===== config.mk =====
export PLATFORM = sky130hd
export DESIGN_NAME = ilc_div
export DESIGN_NICKNAME = d
export VERILOG_FILES = /design/src/ilc_div.sv
export SDC_FILE = /design/constraint.sdc
export NUM_CORES = 2
export LEC_CHECK = 0
export ABC_CLOCK_PERIOD_IN_PS = 4450
export BUFFER_PORTS_ARGS = -buffer_cell sky130_fd_sc_hd__buf_2
export CAP_MARGIN = 20
export CORE_UTILIZATION = 52
export CTS_BUF_LIST = sky130_fd_sc_hd__clkbuf_8
export DETAILED_ROUTE_END_ITERATION = 6
export HOLD_SLACK_MARGIN = 0.06
export PLACE_DENSITY = 0.7
export SLEW_MARGIN = 15
export SYNTH_ARGS = -nofsm -noshare
export SYNTH_HDL_FRONTEND = slang
export SYNTH_SLANG_ARGS = --single-unit

===== constraint.sdc =====
create_clock -name i_clk -period 4.45 [get_ports i_clk]
set_input_delay 0.2225 -clock i_clk [delete_from_list [all_inputs] [get_ports i_clk]]
set_output_delay 0.2225 -clock i_clk [all_outputs]
set_load 0.01 [all_outputs]

===== src/ilc_div.sv =====
// Pipelined restoring divider, one quotient bit per stage, with sideband.
// No dependencies.
`default_nettype none

module ilc_div #(
    parameter int NW = 32,
    parameter int DW = 32,
    parameter int SW = 1
) (
    input  wire logic          i_clk,
    input  wire logic          i_rst_n,
    input  wire logic          i_en,
    input  wire logic          i_valid,
    input  wire logic [NW-1:0] i_num,
    input  wire logic [DW-1:0] i_div,
    input  wire logic [SW-1:0] i_side,
    output logic               o_valid,
    output logic      [NW-1:0] o_quo,
    output logic      [DW-1:0] o_rem,
    output logic      [SW-1:0] o_side
);

    logic          r_v    [NW];
    logic [NW-1:0] r_num  [NW];
    logic [DW-1:0] r_rem  [NW];
    logic [DW-1:0] r_div  [NW];
    logic [SW-1:0] r_side [NW];

    for (genvar g = 0; g < NW; g++) begin : g_st
        logic          p_v;
        logic [NW-1:0] p_num;
        logic [DW-1:0] p_rem;
        logic [DW-1:0] p_div;
        logic [SW-1:0] p_side;
        logic [DW:0]   tmp;
        logic [DW:0]   diff;
        logic          ge;

        if (g == 0) begin : g_first
            assign p_v    = i_valid;
            assign p_num  = i_num;
            assign p_rem  = '0;
            assign p_div  = i_div;
            assign p_side = i_side;
        end else begin : g_next
            assign p_v    = r_v[g-1];
            assign p_num  = r_num[g-1];
            assign p_rem  = r_rem[g-1];
            assign p_div  = r_div[g-1];
            assign p_side = r_side[g-1];
        end

        // shift in the next numerator bit, subtract when it fits
        assign tmp  = {p_rem, p_num[NW-1]};
        assign diff = tmp - {1'b0, p_div};
        assign ge   = tmp >= {1'b0, p_div};

        always_ff @(posedge i_clk) begin
            if (!i_rst_n) begin
                r_v[g] <= 1'b0;
            end else if (i_en) begin
                r_v[g] <= p_v;
            end
        end

        always_ff @(posedge i_clk) begin
            if (i_en) begin
                r_num[g]  <= {p_num[NW-2:0], ge};
                r_rem[g]  <= ge ? diff[DW-1:0] : tmp[DW-1:0];
                r_div[g]  <= p_div;
                r_side[g] <= p_side;
            end
        end
    end

    assign o_valid = r_v[NW-1];
    assign o_quo   = r_num[NW-1];
    assign o_rem   = r_rem[NW-1];
    assign o_side  = r_side[NW-1];

endmodule

`default_nettype wire


==> run metrics <==
status completed; Comb pwr share 0.432; max cap viols 0; std cell rows 201; Layout fillers 24,400; Hold Path Class input pin to flip-flop; FF+latch area 93,200 µm²; Rel. slew slack 0.2411; Final Util 0.5835; CP top delay family compound AO/OA/AOI/OAI gates; first-pass GRT wire length 570.7 mm; Final Max Tran Viols 0; Synth area leaders edfxtp_1 59%, ha_1 7.9%, a21oi_1 3.3%; Worst-Skew Late Latency 1.17 ns; Synthesized Nets 13,910; area of the multi-input gates 58,410 µm²; die area 305,200 µm²; worst path bufs/invs 2; DR DRC count 0; final wirelength 369.2 mm; clock root cell clkbuf_8; Global Route Usage Sum 0.2370; most frequent cells after synthesis 3,103 x edfxtp_1, 1,252 x inv_1, 1,035 x a21oi_1; Avg WL per Cell 20.70 µm; Area Growth Syn to Fin 11.29%; initial core utilization 0.5243; Vias 100,900; final hold vios 0; cell area after synthesis 157,600 µm²; Seq/Total Area, Yosys 0.5915; H-tree depth 6; IO Count 135; Die X 552.4 µm; Placed Area 163,700 µm²; Crit path required time 5.31 ns; clock share of power 0.199; critical-path cell list ha_1, and4_1, a2111oi_0, o31ai_1, nor3_1, nor4b_1, buf_4, o41ai_2, a21oi_1, nor2b_1, o21a_4, buf_12, o21ai_0; layout cells sized above 1 0.1067; CP max stage cell nor3_1; DIE HEIGHT 552.4 µm; Max Clk Rate 237.0 MHz; Most used DFF post-synth edfxtp_1; Setup TNS 0 ns; Net Sw Power 47.32 mW; Worst EP arrival 5.08 ns; Pre-antenna DRT Iters 6; synth warn 0; final setup fails 0; CTS clk-pin slew, worst paths 0.07 ns; Seq pwr share 0.369; leakage power 71.28 nW; vias in the first global route 101,000; Routed Antenna Nets 0; RSZ-0062 raised after global routing false; distinct cell type count after synthesis 101; worst slew pin tran 1.138 ns; Post-Syn Area per Cell 12.30 µm²; CP Class flip-flop to flip-flop; share of the synthesized area in the top cell type 0.5914; FF+latch count, synth 3,104; most frequent cell after synthesis edfxtp_1; Sink Count 3,104; Final HPWL DP 272.6 mm; Net Sw Frac 0.3744; maximum vdd drop 0.0004904 V; TritonCTS clock tree yes; Final Cycle Share 0.9482; I/O Buffers 134; EDFF count, synth 3,103; DP Worst Slack 0.2166 ns; cell count after synthesis 12,810; Final nets 14,550; largest net degree at the start of global routing 126; GP Congestion 0.9286; minimum clock period after layout 4.220 ns; DRT iter0 DRCs 7,783; pwr/cell area 720.8 nW/µm²; total power 126.4 mW; total CTS buffers 530; critical path fanouts, max 37; Fin Clk Skew 0.07767 ns; Largest stage delay, worst path 0.48 ns; type of origin of the critical path flip-flop; Core ar. 300,500 µm²; final instance area 175,300 µm²; internal power 79.06 mW; Max Buffers Root-to-Sink 4; Yosys top cell by area edfxtp_1; routed vias/inst 5.654; gr ovfl total 0; initial antenna violation count 4; Critical Path End Type flip-flop; ys async rst share 0; setup ws final 0.2303 ns
[final timing paths]
| kind | to | startpoint | slack (ns) | cells after the start |
|---|---|---|---|---|
| hold / removal | r_rem[0][23] | i_div[1] | 0.23 | 3 |
| hold reg to reg | r_num[8][11] | r_num[7][10] | 0.38 | 0 |
| setup reg to reg | r_rem[27][15] | r_rem[26][13] | 0.23 | 13 |
| setup / recovery | r_rem[27][15] | r_rem[26][13] | 0.23 | 13 |
[power groups by stage]
stage | registers (mW) | logic, mW | clock network, mW
global route | 47.2 | 60.4 | 27.2
floorplan | 44.5 | 41.3 | 0
detailed placement | 47.3 | 53.9 | 0
global placement | 47.3 | 52.9 | 0
finish | 46.6 | 54.6 | 25.1
CTS | 46.8 | 54.4 | 26.0
[metrics by stage]
step,hold slack (ns),cells
2_1_floorplan,0.3214,12810
5_1_grt,0.1938,17840
6_report,0.2313,17840
3_3_place_gp,0.3998,16750
3_5_place_dp,0.4006,16750
4_1_cts,0.08336,17840
[routing by layer]
layer,up-vias,GRT usage,part of all wire
met4,2,0.09113,0.038
met3,790,0.03029,0.043
li1,48630,-,-
met1,48790,0.3030,0.42
met5,-,0,0.000035
met2,2636,0.4100,0.49
[worst register-to-register path, delay by kind of cell (launching register included)]
kind                     cells  cell delay (ns)
buffers and inverters        2             0.43
adder cells (fa/ha/maj)      1             0.39
AO/OA/AOI/OAI                6             1.70
AND/OR/NAND/NOR              4             1.01
flip-flops                   1             0.41
[logic make-up after synthesis]
logic type | Yosys count | share of synthesized area
and+or+nand+nor | 2567 | 0.07674
xor gates and xnor gates | 845 | 0.04697
DFF | 3104 | 0.5915
muxes | 499 | 0.03601
buffers and inverters | 1561 | 0.03859
AOI/OAI and AO/OA | 3210 | 0.1273
adders and majority gates | 1025 | 0.08288
[state kept, by name, indices dropped and copies added, names as in the netlist]
name,flops
r_rem,1024
r_div,992
r_num,1024
r_side,32
r_v,32
[area by class of cell]
type                    count  area share
inverters                1253     0.02682
clock buffers             535     0.04199
flip-flops and latches   3104      0.5315
repair buffers            423     0.02175
diodes                      3  0.00004281
multi-input cells        8146      0.3331
clock inverters           416     0.01652
well taps                3958     0.02824
[layout by cell type (no fill, tap or decap), types with 31 or more instances in the layout]
master	netlist	layout
a211oi_1	70	70
a21boi_0	55	55
a21o_1	533	533
a21oi_1	1035	1034
a31oi_1	114	114
and2_1	42	42
and3_1	136	136
buf_12	3	50
buf_2	66	133
buf_4	13	102
clkbuf_8	0	535
clkinv_1	0	133
clkinv_2	0	57
dlygate4sd3_1	0	138
edfxtp_1	3103	3103
fa_1	31	31
ha_1	994	994
inv_1	1252	1391
mux2_1	31	31
mux2_2	403	403
mux2i_1	38	38
nand2_1	849	848
nand2b_1	118	118
nand3_1	191	191
nand4_1	167	167
nor2_1	641	641
nor2b_1	148	148
nor3_1	111	111
nor4_1	49	49
o211ai_1	46	46
o21a_1	109	107
o21ai_0	732	732
o21bai_1	114	114
o31ai_1	74	74
xnor2_1	494	494
xor2_1	351	351
[what timing repair did]
| action | CTS | global route |
|---|---|---|
| resized for setup | 0 | 3 |
| setup endpoints to repair | 0 | 34 |
| buffers inserted | 0 | 0 |
| hold buffers | 138 | 0 |
| endpoints found under the hold margin | 855 | 0 |
(Power assumes the default switching activity.)
